$ cat src/hw/rtl/tps_pkg.sv
// Package with types, constants and command codes of the task scheduler core.
`timescale 1ns / 1ps
package tps_pkg;
  localparam int MaxTasks = 16;
  localparam int SlotW = $clog2(MaxTasks);
  localparam int CntW = $clog2(MaxTasks + 1);
  localparam logic [31:0] TimeLimit = 32'h7FFF_FFFF;

  localparam logic [2:0] CMD_TICK = 3'd0;
  localparam logic [2:0] CMD_START = 3'd1;
  localparam logic [2:0] CMD_STOP = 3'd2;
  localparam logic [2:0] CMD_SUSPEND = 3'd3;
  localparam logic [2:0] CMD_RESUME = 3'd4;
  localparam logic [2:0] CMD_SETPRIO = 3'd5;
  localparam logic [2:0] CMD_SCHED = 3'd6;
  localparam logic [2:0] CMD_UNUSED = 3'd7;

  localparam logic [1:0] ST_OK = 2'd0;
  localparam logic [1:0] ST_NOT_FOUND = 2'd1;
  localparam logic [1:0] ST_FULL = 2'd2;

  localparam logic [1:0] HINT_NONE = 2'd0;
  localparam logic [1:0] HINT_IDLE = 2'd1;
  localparam logic [1:0] HINT_DEEP = 2'd2;

  // One table entry as stored in the task memory.
  typedef struct packed {
    logic [7:0] id;
    logic [31:0] due;
    logic [15:0] period;
    logic [7:0] prio;
    logic susp;
    logic rep;
    logic [SlotW-1:0] age;
  } entry_t;

  localparam int EntryW = $bits(entry_t);
endpackage

$ cat src/hw/rtl/tps_ram.sv
// Generic single-port-write, single-port-read RAM with registered read data.
`timescale 1ns / 1ps
module tps_ram #(
  parameter int Width = 8,
  parameter int Depth = 16
) (
  input  logic                     clk,
  input  logic                     we,
  input  logic [$clog2(Depth)-1:0] waddr,
  input  logic [Width-1:0]         wdata,
  input  logic [$clog2(Depth)-1:0] raddr,
  output logic [Width-1:0]         rdata
);
  logic [Width-1:0] mem [Depth];
  always_ff @(posedge clk) begin
    if (we) begin
      mem[waddr] <= wdata;
    end
    rdata <= mem[raddr];
  end
endmodule

$ cat src/hw/rtl/tick_priority_task_scheduler_core.sv
// Top level of the tick-driven priority task scheduler core.
`timescale 1ns / 1ps
// Each request is handled by a sequencer that sweeps the task memory one
// entry per cycle through a single RAM read port with registered read data.
// A tick needs no scan: it runs one rewrite sweep. Every other command but
// the unused code, which goes straight to the response, scans the table and
// then decides in S_DECIDE, where start, suspend, resume, set priority and a
// schedule that rearms a repeating task write their entry. Stop and a schedule
// that removes a one-shot task add a second sweep to renumber the ages. The
// S_RESP state then raises the response valid. The response is held in the
// response register; the next request is taken once it has been delivered.
// Valid bits are kept in flip-flops, so no clearing pass is needed after reset.
module tick_priority_task_scheduler_core
  import tps_pkg::*;
(
  input  logic        clk,
  input  logic        rst_n,
  input  logic        cfg_valid,
  output logic        cfg_ready,
  input  logic        cfg_data,
  input  logic        in_tvalid,
  output logic        in_tready,
  // cmd[2:0], task_id[10:3], timeout[26:11], priority_req[34:27], repeat_req[35]
  input  logic [39:0] in_tdata,
  output logic        out_tvalid,
  input  logic        out_tready,
  // status[1:0], dispatched[2], dispatched_id[10:3], active_count[15:11],
  // sleep_hint[17:16]
  output logic [23:0] out_tdata
);
  localparam logic [2:0] S_IDLE = 3'd0;
  localparam logic [2:0] S_SCAN = 3'd1;
  localparam logic [2:0] S_DECIDE = 3'd2;
  localparam logic [2:0] S_SWEEP = 3'd3;
  localparam logic [2:0] S_RESP = 3'd4;

  logic [2:0] state_r, state_nxt;
  logic [CntW-1:0] idx_r, idx_nxt;
  logic [MaxTasks-1:0] valid_r, valid_nxt;
  logic [31:0] time_r, time_nxt;
  logic dse_r;
  logic wrap_r, wrap_nxt;

  logic [2:0] cmd_r;
  logic [7:0] id_r;
  logic [15:0] tmo_r;
  logic [7:0] prio_r;
  logic rep_r;

  logic found_r, found_nxt, free_ok_r, free_ok_nxt, best_ok_r, best_ok_nxt;
  logic [SlotW-1:0] found_slot_r, found_slot_nxt, free_slot_r, free_slot_nxt;
  logic [SlotW-1:0] best_slot_r, best_slot_nxt;
  logic [SlotW-1:0] found_age_r, found_age_nxt;
  logic [CntW-1:0] count_r, count_nxt, active_r, active_nxt;
  entry_t found_e_r, found_e_nxt, best_e_r, best_e_nxt;
  logic [SlotW-1:0] rm_age_r, rm_age_nxt;
  logic rm_r, rm_nxt;

  logic [23:0] out_r, out_nxt;
  logic ov_r, ov_nxt;

  logic we;
  logic [SlotW-1:0] waddr, raddr;
  entry_t wdata, rdata;

  tps_ram #(.Width(EntryW), .Depth(MaxTasks)) u_ram (
    .clk(clk), .we(we), .waddr(waddr), .wdata(wdata),
    .raddr(raddr), .rdata(rdata)
  );

  assign cfg_ready = 1'b1;
  assign in_tready = (state_r == S_IDLE) && !ov_r;
  assign out_tvalid = ov_r;
  assign out_tdata = out_r;

  // The read address is the index of the next entry; rdata holds the one being examined, at idx_r - 1.
  assign raddr = idx_r[SlotW-1:0];

  logic [CntW-1:0] pidx;
  logic [SlotW-1:0] pslot;
  logic pv;
  logic is_due;
  assign pidx = idx_r - CntW'(1);
  assign pslot = pidx[SlotW-1:0];
  assign pv = (idx_r != '0) && (idx_r <= CntW'(MaxTasks)) && valid_r[pslot];
  assign is_due = time_r >= rdata.due;

  always_comb begin
    state_nxt = state_r;
    idx_nxt = idx_r;
    valid_nxt = valid_r;
    time_nxt = time_r;
    wrap_nxt = wrap_r;
    found_nxt = found_r;
    found_slot_nxt = found_slot_r;
    found_age_nxt = found_age_r;
    found_e_nxt = found_e_r;
    free_ok_nxt = free_ok_r;
    free_slot_nxt = free_slot_r;
    best_ok_nxt = best_ok_r;
    best_slot_nxt = best_slot_r;
    best_e_nxt = best_e_r;
    count_nxt = count_r;
    active_nxt = active_r;
    rm_nxt = rm_r;
    rm_age_nxt = rm_age_r;
    out_nxt = out_r;
    ov_nxt = ov_r;
    we = 1'b0;
    waddr = pslot;
    wdata = rdata;
    if (ov_r && out_tready) begin
      ov_nxt = 1'b0;
    end
    unique case (state_r)
      S_IDLE: begin
        if (in_tvalid && in_tready) begin
          idx_nxt = '0;
          found_nxt = 1'b0;
          free_ok_nxt = 1'b0;
          best_ok_nxt = 1'b0;
          count_nxt = '0;
          active_nxt = '0;
          rm_nxt = 1'b0;
          out_nxt = '0;
          wrap_nxt = 1'b0;
          if (in_tdata[2:0] == CMD_TICK) begin
            if (time_r == TimeLimit) begin
              time_nxt = '0;
              wrap_nxt = 1'b1;
            end else begin
              time_nxt = time_r + 32'd1;
            end
            state_nxt = S_SWEEP;
          end else if (in_tdata[2:0] == CMD_UNUSED) begin
            state_nxt = S_RESP;
          end else begin
            state_nxt = S_SCAN;
          end
        end
      end
      S_SCAN: begin
        if (pv) begin
          count_nxt = count_r + CntW'(1);
          if (!rdata.susp) begin
            active_nxt = active_r + CntW'(1);
          end
          if (!found_r && rdata.id == id_r) begin
            found_nxt = 1'b1;
            found_slot_nxt = pslot;
            found_age_nxt = rdata.age;
            found_e_nxt = rdata;
          end
          if (is_due && (!best_ok_r || rdata.prio > best_e_r.prio ||
              (rdata.prio == best_e_r.prio && rdata.age < best_e_r.age))) begin
            best_ok_nxt = 1'b1;
            best_slot_nxt = pslot;
            best_e_nxt = rdata;
          end
        end else if (idx_r != '0 && !free_ok_r) begin
          free_ok_nxt = 1'b1;
          free_slot_nxt = pslot;
        end
        if (idx_r == CntW'(MaxTasks)) begin
          state_nxt = S_DECIDE;
        end else begin
          idx_nxt = idx_r + CntW'(1);
        end
      end
      S_DECIDE: begin
        state_nxt = S_RESP;
        case (cmd_r)
          CMD_START: begin
            wdata.due = time_r + {16'd0, tmo_r};
            wdata.period = tmo_r;
            wdata.prio = prio_r;
            wdata.susp = 1'b0;
            wdata.rep = rep_r;
            wdata.id = id_r;
            if (found_r) begin
              we = 1'b1;
              waddr = found_slot_r;
              wdata.age = found_age_r;
            end else if (free_ok_r) begin
              we = 1'b1;
              waddr = free_slot_r;
              wdata.age = count_r[SlotW-1:0];
              valid_nxt[free_slot_r] = 1'b1;
            end else begin
              out_nxt[1:0] = ST_FULL;
            end
          end
          CMD_SCHED: begin
            out_nxt[15:11] = active_r;
            if (best_ok_r) begin
              out_nxt[2] = 1'b1;
              out_nxt[10:3] = best_e_r.id;
              if (best_e_r.rep) begin
                we = 1'b1;
                waddr = best_slot_r;
                wdata = best_e_r;
                wdata.due = time_r + {16'd0, best_e_r.period};
              end else begin
                valid_nxt[best_slot_r] = 1'b0;
                rm_nxt = 1'b1;
                rm_age_nxt = best_e_r.age;
                idx_nxt = '0;
                state_nxt = S_SWEEP;
              end
            end else if (dse_r && active_r == '0) begin
              out_nxt[17:16] = HINT_DEEP;
            end else begin
              out_nxt[17:16] = HINT_IDLE;
            end
          end
          default: begin
            if (!found_r) begin
              out_nxt[1:0] = ST_NOT_FOUND;
            end else begin
              we = 1'b1;
              waddr = found_slot_r;
              wdata = found_e_r;
              case (cmd_r)
                CMD_SUSPEND: wdata.susp = 1'b1;
                CMD_RESUME: wdata.susp = 1'b0;
                CMD_SETPRIO: wdata.prio = prio_r;
                default: begin
                  we = 1'b0;
                  valid_nxt[found_slot_r] = 1'b0;
                  rm_nxt = 1'b1;
                  rm_age_nxt = found_age_r;
                  idx_nxt = '0;
                  state_nxt = S_SWEEP;
                end
              endcase
            end
          end
        endcase
      end
      S_SWEEP: begin
        // Read-modify-write of each valid entry; the write lands in the cycle after
        // the read, never at the address read next.
        if (pv) begin
          we = 1'b1;
          if (rm_r) begin
            if (rdata.age > rm_age_r) begin
              wdata.age = rdata.age - SlotW'(1);
            end
          end else begin
            if (wrap_r) begin
              wdata.due[31] = 1'b0;
            end
            if (rdata.susp) begin
              wdata.due = {wrap_r ? 1'b0 : rdata.due[31], rdata.due[30:0]} + 32'd1;
            end
          end
        end
        if (idx_r == CntW'(MaxTasks)) begin
          state_nxt = S_RESP;
        end else begin
          idx_nxt = idx_r + CntW'(1);
        end
      end
      S_RESP: begin
        ov_nxt = 1'b1;
        state_nxt = S_IDLE;
      end
      default: state_nxt = S_IDLE;
    endcase
  end

  always_ff @(posedge clk) begin
    if (!rst_n) begin
      state_r <= S_IDLE;
      valid_r <= '0;
      time_r <= '0;
      dse_r <= 1'b0;
      ov_r <= 1'b0;
      idx_r <= '0;
    end else begin
      state_r <= state_nxt;
      valid_r <= valid_nxt;
      time_r <= time_nxt;
      ov_r <= ov_nxt;
      idx_r <= idx_nxt;
      if (cfg_valid && cfg_ready) begin
        dse_r <= cfg_data;
      end
    end
  end

  always_ff @(posedge clk) begin
    if (in_tvalid && in_tready) begin
      cmd_r <= in_tdata[2:0];
      id_r <= in_tdata[10:3];
      tmo_r <= in_tdata[26:11];
      prio_r <= in_tdata[34:27];
      rep_r <= in_tdata[35];
    end
    wrap_r <= wrap_nxt;
    found_r <= found_nxt;
    found_slot_r <= found_slot_nxt;
    found_age_r <= found_age_nxt;
    found_e_r <= found_e_nxt;
    free_ok_r <= free_ok_nxt;
    free_slot_r <= free_slot_nxt;
    best_ok_r <= best_ok_nxt;
    best_slot_r <= best_slot_nxt;
    best_e_r <= best_e_nxt;
    count_r <= count_nxt;
    active_r <= active_nxt;
    rm_r <= rm_nxt;
    rm_age_r <= rm_age_nxt;
    out_r <= out_nxt;
  end

`ifndef ASSERT_OFF
  a_ready_idle: assert property (@(posedge clk) disable iff (!rst_n)
    in_tready |-> state_r == S_IDLE) else $error("request taken while busy");
  a_resp_once: assert property (@(posedge clk) disable iff (!rst_n)
    state_r == S_RESP |=> out_tvalid) else $error("response not presented");
  a_time_range: assert property (@(posedge clk) disable iff (!rst_n)
    time_r <= TimeLimit) else $error("time base out of range");
`endif
endmodule
$ cat config.mk
export PLATFORM = sky130hd
export DESIGN_NAME = tick_priority_task_scheduler_core
export DESIGN_NICKNAME = d
export VERILOG_FILES = /design/src/hw/rtl/tps_pkg.sv /design/src/hw/rtl/tps_ram.sv /design/src/hw/rtl/tick_priority_task_scheduler_core.sv
export SDC_FILE = /design/constraint.sdc
export NUM_CORES = 2
export LEC_CHECK = 0
export BUFFER_PORTS_ARGS = -buffer_cell sky130_fd_sc_hd__buf_4
export CAP_MARGIN = 10
export CORE_ASPECT_RATIO = 1.25
export CORE_UTILIZATION = 57
export DETAILED_ROUTE_END_ITERATION = 6
export GPL_TIMING_DRIVEN = 0
export PLACE_DENSITY = 0.88
export SYNTH_ARGS = -nofsm -noshare
export SYNTH_HDL_FRONTEND = slang
export SYNTH_HIERARCHICAL = 1
export SYNTH_SLANG_ARGS = --single-unit
$ cat constraint.sdc
create_clock -name clk -period 7.3 [get_ports clk]
set_input_delay 0.73 -clock clk [delete_from_list [all_inputs] [get_ports clk]]
set_output_delay 0.73 -clock clk [all_outputs]
set_load 0.05 [all_outputs]
# --- Yosys cells after proc, flatten, opt, wreduce, memory -nomap -nowiden ---
# Memories as Yosys holds them, arrays and structs flattened. A register that Yosys moved wholly into a read port is not among the register bits.
# Index checks and enable logic that the tools add are counted.
# W data, S select, Z words.
word_totals:
  mem_bits_ro: 0
  latchBits: 0
  in_bits: 46
  out_inout_bits: 27
  wordCells: 270
  ram_bits: 1120
  regBits: 251
  n_memories: 1
op_classes:
  n_reduce_logical: 50
  n_div: 0
  bitwise_logic: 7
  n_shift: 0
  order_cmp: 12
  mul: 0
  n_mux: 111
  n_eq_ne: 41
  n_addsub: 9
memory_table:
  columns: ["name", "depth", "width", "read_ports", "rd_ports_with_merged_regs", "wr", "line_no", "source"]
  rows:
  - ["u_ram.mem", 16, 70, 1, 1, 1, "tps_ram.sv:14", "logic [Width-1:0] mem [Depth];"]
op_table:
  columns: ["op", "n"]
  rows:
  - ["$mux W70", 3]
  - ["$pmux W70 S2", 1]
  - ["$mux W32", 4]
  - ["$mux W16", 7]
  - ["$add A32 B1 Y32 const B", 2]
  - ["$add A32 B16 Y32", 2]
  - ["$pmux W32 S2", 1]
  - ["$mux W4", 15]
  - ["$mux W5", 9]
  - ["$ne A2 B2 Y1 const B", 18]
  - ["$pmux W18 S2", 1]
  - ["$and A16 B16 Y16", 2]
  - ["$eq A32 B31 Y1 const B", 1]
  - ["$ge A32 B32 Y1", 1]
  - ["$not A16 Y16", 2]
  - ["$pmux W16 S2", 1]
  - ["$pmux W5 S2", 3]
  - ["$mux W1", 28]
  - ["$mux W3", 9]
  - ["$mux W26", 1]
  - ["$pmux W4 S2", 3]
  - ["$reduce_and A4 Y1", 6]
  - ["$reduce_and A3 Y1", 7]
  - ["$lt A4 B5 Y1 const B", 4]
  - ["44 further kinds", 99]

# --- Longest topological paths before layout ---
logic_depth:
  depth_word: 9
  mapped_depth: 12
  ltp_nobuf: 11

# --- By module ---
# Netlist, hierarchy kept.
by_module_without_submodules:
  columns: ["module", "seq_area_each_um2", "cells_each", "instances", "area_each_um2"]
  rows:
  - ["tps_ram", 35033.6, 1800, 1, 43324.1]
  - ["tick_priority_task_scheduler_core", 6926.6, 1694, 1, 15991.6]

# --- Worst setup path after synthesis ---
# No wires, ideal clock.
synth_timing:
  kind: "register to register"
  start: "register cmd_r[2]"
  end: "memory u_ram/mem[0][0] (netlist bit) (enable)"
  t_arrival_ps: 7292
  stages_incl_launch_ff: 11
  t_required_ps: 6716
  setup_time_ps: 584
  period_less_slack_ps: 7876
  setup_slack_ps: -576
  n_path_buf: 4
  path_cell_list: "edfxtp_1 > clkbuf_1 > nand3_1 > clkbuf_1 > nor2_1 > clkbuf_1 > clkbuf_1 > a2111oi_0 > a211oi_1 > or3b_1 > nor3_1"
synth_between:
  elab_chain_len: 8
  word_cells_on_any_way: 14
  cone_classes: "5 x eq/ne; 8 x mux; 1 x reduce/logical"
synth_rtl:
  columns: ["element", "line_no", "source"]
  rows:
  - ["start: declaration", "tick_priority_task_scheduler_core.sv:44", "logic [2:0] cmd_r;"]
  - ["start signal: assignment", "tick_priority_task_scheduler_core.sv:294", "cmd_r <= in_tdata[2:0];"]
  - ["$eq A3 B3 Y1 or $eq A3 B2 Y1 (tied branches)", "tick_priority_task_scheduler_core.sv:223", "case (cmd_r)"]
  - ["$reduce_or A3 Y1 (no source line)", null, null]
  - ["$mux W1", "tick_priority_task_scheduler_core.sv:223", null]
  - ["$mux W1", "tick_priority_task_scheduler_core.sv:217", "if (!found_r) begin"]
  - ["$pmux W1 S2 (*)", "tick_priority_task_scheduler_core.sv:172", "case (cmd_r)"]
  - ["$pmux W1 S2 (*)", "tick_priority_task_scheduler_core.sv:115", "unique case (state_r)"]
  - ["named net we", "tick_priority_task_scheduler_core.sv:62", "logic we;"]
  - ["$mux W1 (*)", "tps_ram.sv:16", "if (we) begin"]
  - ["$mux W1 (implied by the code) (*)", "tps_ram.sv:17", "mem[waddr] <= wdata;"]
  - ["end: declaration", "tps_ram.sv:14", null]
# Mark *: on every way through the listed nets, which the timed path passes. The rest lies on a longest branch.

# --- Worst setup path after layout ---
layout_timing:
  start: "register cmd_r[2]"
  end: "memory u_ram/mem[3][54] (netlist bit) (enable)"
layout_between:
  word_cells_on_any_way: 14
  cone_classes: "5 x eq/ne; 8 x mux; 1 x reduce/logical"
layout_lines:
  columns: ["element", "line_no", "source"]
  rows:
  - ["$eq A3 B3 Y1 or $eq A3 B1 Y1 (tied branches)", "tick_priority_task_scheduler_core.sv:172", null]
  - ["$pmux W4 S2 (*)", "tick_priority_task_scheduler_core.sv:172", null]
  - ["$mux W4 (*)", "tick_priority_task_scheduler_core.sv:115", null]
  - ["named net waddr[1]", "tick_priority_task_scheduler_core.sv:63", "logic [SlotW-1:0] waddr, raddr;"]
# Marks and branches as above.

==> results.sh <==
export IMPL_cts_tree="yes"
export IMPL_ir_drop_mv=0.381
export IMPL_drv_cap=0
export IMPL_final_common_cell="edfxtp_1"
export IMPL_final_cells=5235
export IMPL_violations="DRC, slew limit, setup timing"
export IMPL_power_share_clock_pct=32.2
export IMPL_root_buffer="clkbuf_16"
export IMPL_final_area_um2=67600
export IMPL_vias_per_cell=7.19
export IMPL_syn_inst=3494
export IMPL_crit_required_ps=7740
export IMPL_cp_end_kind="flip-flop"
export IMPL_intPower_w=0.0152
export IMPL_finalMaxSlewViolations=48
export IMPL_die_w_um=291
export IMPL_p_leak_nw=22.2
export IMPL_netSwitchingPower_w=0.00642
export IMPL_start_util_pct=57.8
export IMPL_row_count=131
export IMPL_synth_cell_types=83
export IMPL_max_slew_margin_rel_pct=-7.78
export IMPL_fin_nets=3930
export IMPL_first_pass_iters=7
export IMPL_globalplace_congestion=0.994
export IMPL_cellPowerDensity_nw_per_um2=320
export IMPL_swShare_pct=29.6
export IMPL_combinationalPowerShare_pct=19.8
export IMPL_async_reset_ff_share_pct=0
export IMPL_dpl_instance_area_um2=63200
export IMPL_clk_latency_ps=780
export IMPL_setup_slack_ps=-86.1
export IMPL_num_vias=37665
export IMPL_fmax_mhz=135
export IMPL_critPathMaxFanout=22
export IMPL_dieArea_um2=105000
export IMPL_die_h_um=363
export IMPL_clk_pin_slew_ps=70
export IMPL_ys_seq_area_share_pct=70.7
export IMPL_placedCellCount=4983
export IMPL_drt_initial_drc_count=6158
export IMPL_setup_violations=123
export IMPL_syn_mean_instance_area_um2=17.0
export IMPL_wl_met1_um=58400
export IMPL_syn_area_um2=59300
export IMPL_drc_errors=5
export IMPL_min_path_type="in2reg"
export IMPL_syn2layout_area_growth_pct=14.0
export IMPL_synth_area_leaders="edfxtp_1, mux4_2, dfxtp_1, a22oi_1, ha_1"
export IMPL_yosys_area_top_type="edfxtp_1"
export IMPL_synth_top_area_share_pct=66.4
export IMPL_wl_met3_um=23600
export IMPL_critical_path_class="reg2reg"
export IMPL_grt_overflow=0
export IMPL_min_period_ps=7390
export IMPL_clock_sinks=1440
export IMPL_status="complete, but fails checks"
export IMPL_ys_warn_count=6
export IMPL_rsz0062_at_grt="false"
export IMPL_grt_max_degree=29
export IMPL_drive_gt1_share_pct=19.4
export IMPL_ctsHtreeMaxLevel=4
export IMPL_cts_hold_buffers_added=0
export IMPL_grt_pass1_wl_um=264000
export IMPL_postRouteAntennaNets=0
export IMPL_port_buffers=61
export IMPL_crit_arrival_ps=7830
export IMPL_drt_total_wl_um=186000
export IMPL_clock_path_buffers=3
export IMPL_cp_start_kind="flip-flop"
export IMPL_p_seq_share_pct=48.0
export IMPL_final_cell_mix="edfxtp_1, mux4_2, nand2_1"
export IMPL_fin_crit_sh_pct=101
export IMPL_final_hold_viol_count=0
export IMPL_ios=73
export IMPL_core_area_um2=103000
export IMPL_grt_pass1_vias=38014
export IMPL_cts_buffers=131
export IMPL_wl_met2_um=89900
export IMPL_synth_edf_count=1312
export IMPL_wl_per_cell_um=35.6
export IMPL_finClkSkew_ps=39.7
export IMPL_globalRouteTotalUtil_pct=35.5
export IMPL_tns_ps=-4630
export IMPL_top_layer="met5"
export IMPL_final_core_util_pct=65.9
export IMPL_antenna_found_initial=4
export IMPL_dpl_hpwl_um=120000
export IMPL_tightest_slew_ps=1620
export IMPL_synth_seq_cells=1440
export IMPL_synth_flop_cell="edfxtp_1"
## critical path, cell delays in order (launching register included)
cell	delay (ps)
edfxtp_1	360
clkbuf_1	420
inv_1	200
nand2_1	550
nand2_1	490
o21ai_1	760
clkbuf_1	800
nor2_1	520
o22ai_1	1020
nand2_1	510
nor2_4	810
buf_12	290
buf_12	230
## power groups by stage
stage	sequential [W]	combinational [W]	clock, W
after detailed placement	0.0105	0.00403	0
after CTS	0.0104	0.00411	0.00698
after global routing	0.0104	0.00439	0.00727
final	0.0104	0.00429	0.00698
after floorplan	0.0105	0.00233	0
after global placement	0.0106	0.00365	0
## routing by layer
layer  GRT usage [%]  vias up
met3            9.56      865
met1            40.9    18687
li1                -    14686
met5               0        -
met4            24.5        4
met2            58.1     3423
## registers in the layout, indices dropped and copies added (netlist names), 3 cells and up
register / cells
found_e_r: 70
tmo_r: 16
idx_r: 5
out_tdata: 18
rm_age_r: 4
active_r: 5
id_r: 8
valid_r: 16
prio_r: 8
cmd_r: 3
free_slot_r: 4
time_r: 32
found_slot_r: 4
best_slot_r: 4
count_r: 4
best_e_r: 38
u_ram/mem: 1120
state_r: 3
u_ram/rdata: 70
## repair_timing
action | 4_1_cts | 5_1_grt
buffers inserted | 0 | 0
resized for setup | 0 | 1
hold endpoints to repair | 0 | 0
setup endpoints to repair | 0 | 207
## cells in the mapped netlist (all sizes together) (8+ instances only)
cell type and count:
inv 85, a21o 23, a32oi 13, o21ai 111, a211oi 13, nor2b 18, buf 70, dfxtp 128
o211ai 19, nor4 18, nor2 148, a22oi 163, nand2b 19, nor3 46, and3 31, mux2i 24
a31oi 15, a222oi 30, a221oi 27, nand3 54, ha 89, and2 18, xnor2 51, nand2 256
edfxtp 1312, a221o 9, a22o 8, nand4 29, xor2 43, a21boi 16, clkbuf 120, a21oi 100
nor3b 9, mux4 285
## area by class of cell
cell class	count	area, µm²
antenna	5	12.5
buffer	190	950
clock buffer	166	3530
clock inverter	74	752
fill	6379	35000
inverter	85	319
multi-input combinational	1784	16300
sequential	1440	42000
tap	1330	1660
timing repair buffer	161	2090
## worst paths after layout
path / start / slack (ps) / cells past startpoint / end
worst max-delay path: cmd_r[2] / -90 / 12 / u_ram/mem[3][54]
worst min-delay path: in_tdata[28] / 130 / 1 / prio_r[1]
worst max register to register: cmd_r[2] / -90 / 12 / u_ram/mem[3][54]
worst min register to register: u_ram/rdata[25] / 470 / 0 / best_e_r[25]
## kinds of logic (layout without fill, tap and decap cells)
kind of cell               Yosys count  after routing  share of synthesized area, %
buffers and inverters              275            676                          2.14
AOI/OAI and AO/OA                  605            605                          7.12
other                                2             12                        0.0127
and+or+nand+nor                    674            674                          5.32
DFF                               1440           1440                          70.7
adders and majority gates           92             92                          1.96
muxes                              312            312                          11.3
xor gates and xnor gates            94             94                          1.40
## per-stage QoR
| step | setup WS (ps) | total power [W] | hold slack, ps |
|---|---|---|---|
| 2_1_floorplan | 1260 | 0.0129 | 406 |
| 3_3_place_gp | -4910 | 0.0142 | 428 |
| 3_5_place_dp | 88.1 | 0.0146 | 437 |
| 4_1_cts | 46.1 | 0.0215 | 107 |
| 5_1_grt | 95.0 | 0.0220 | 115 |
| 6_report | -86.1 | 0.0217 | 132 |
(Power assumes the default switching activity.)
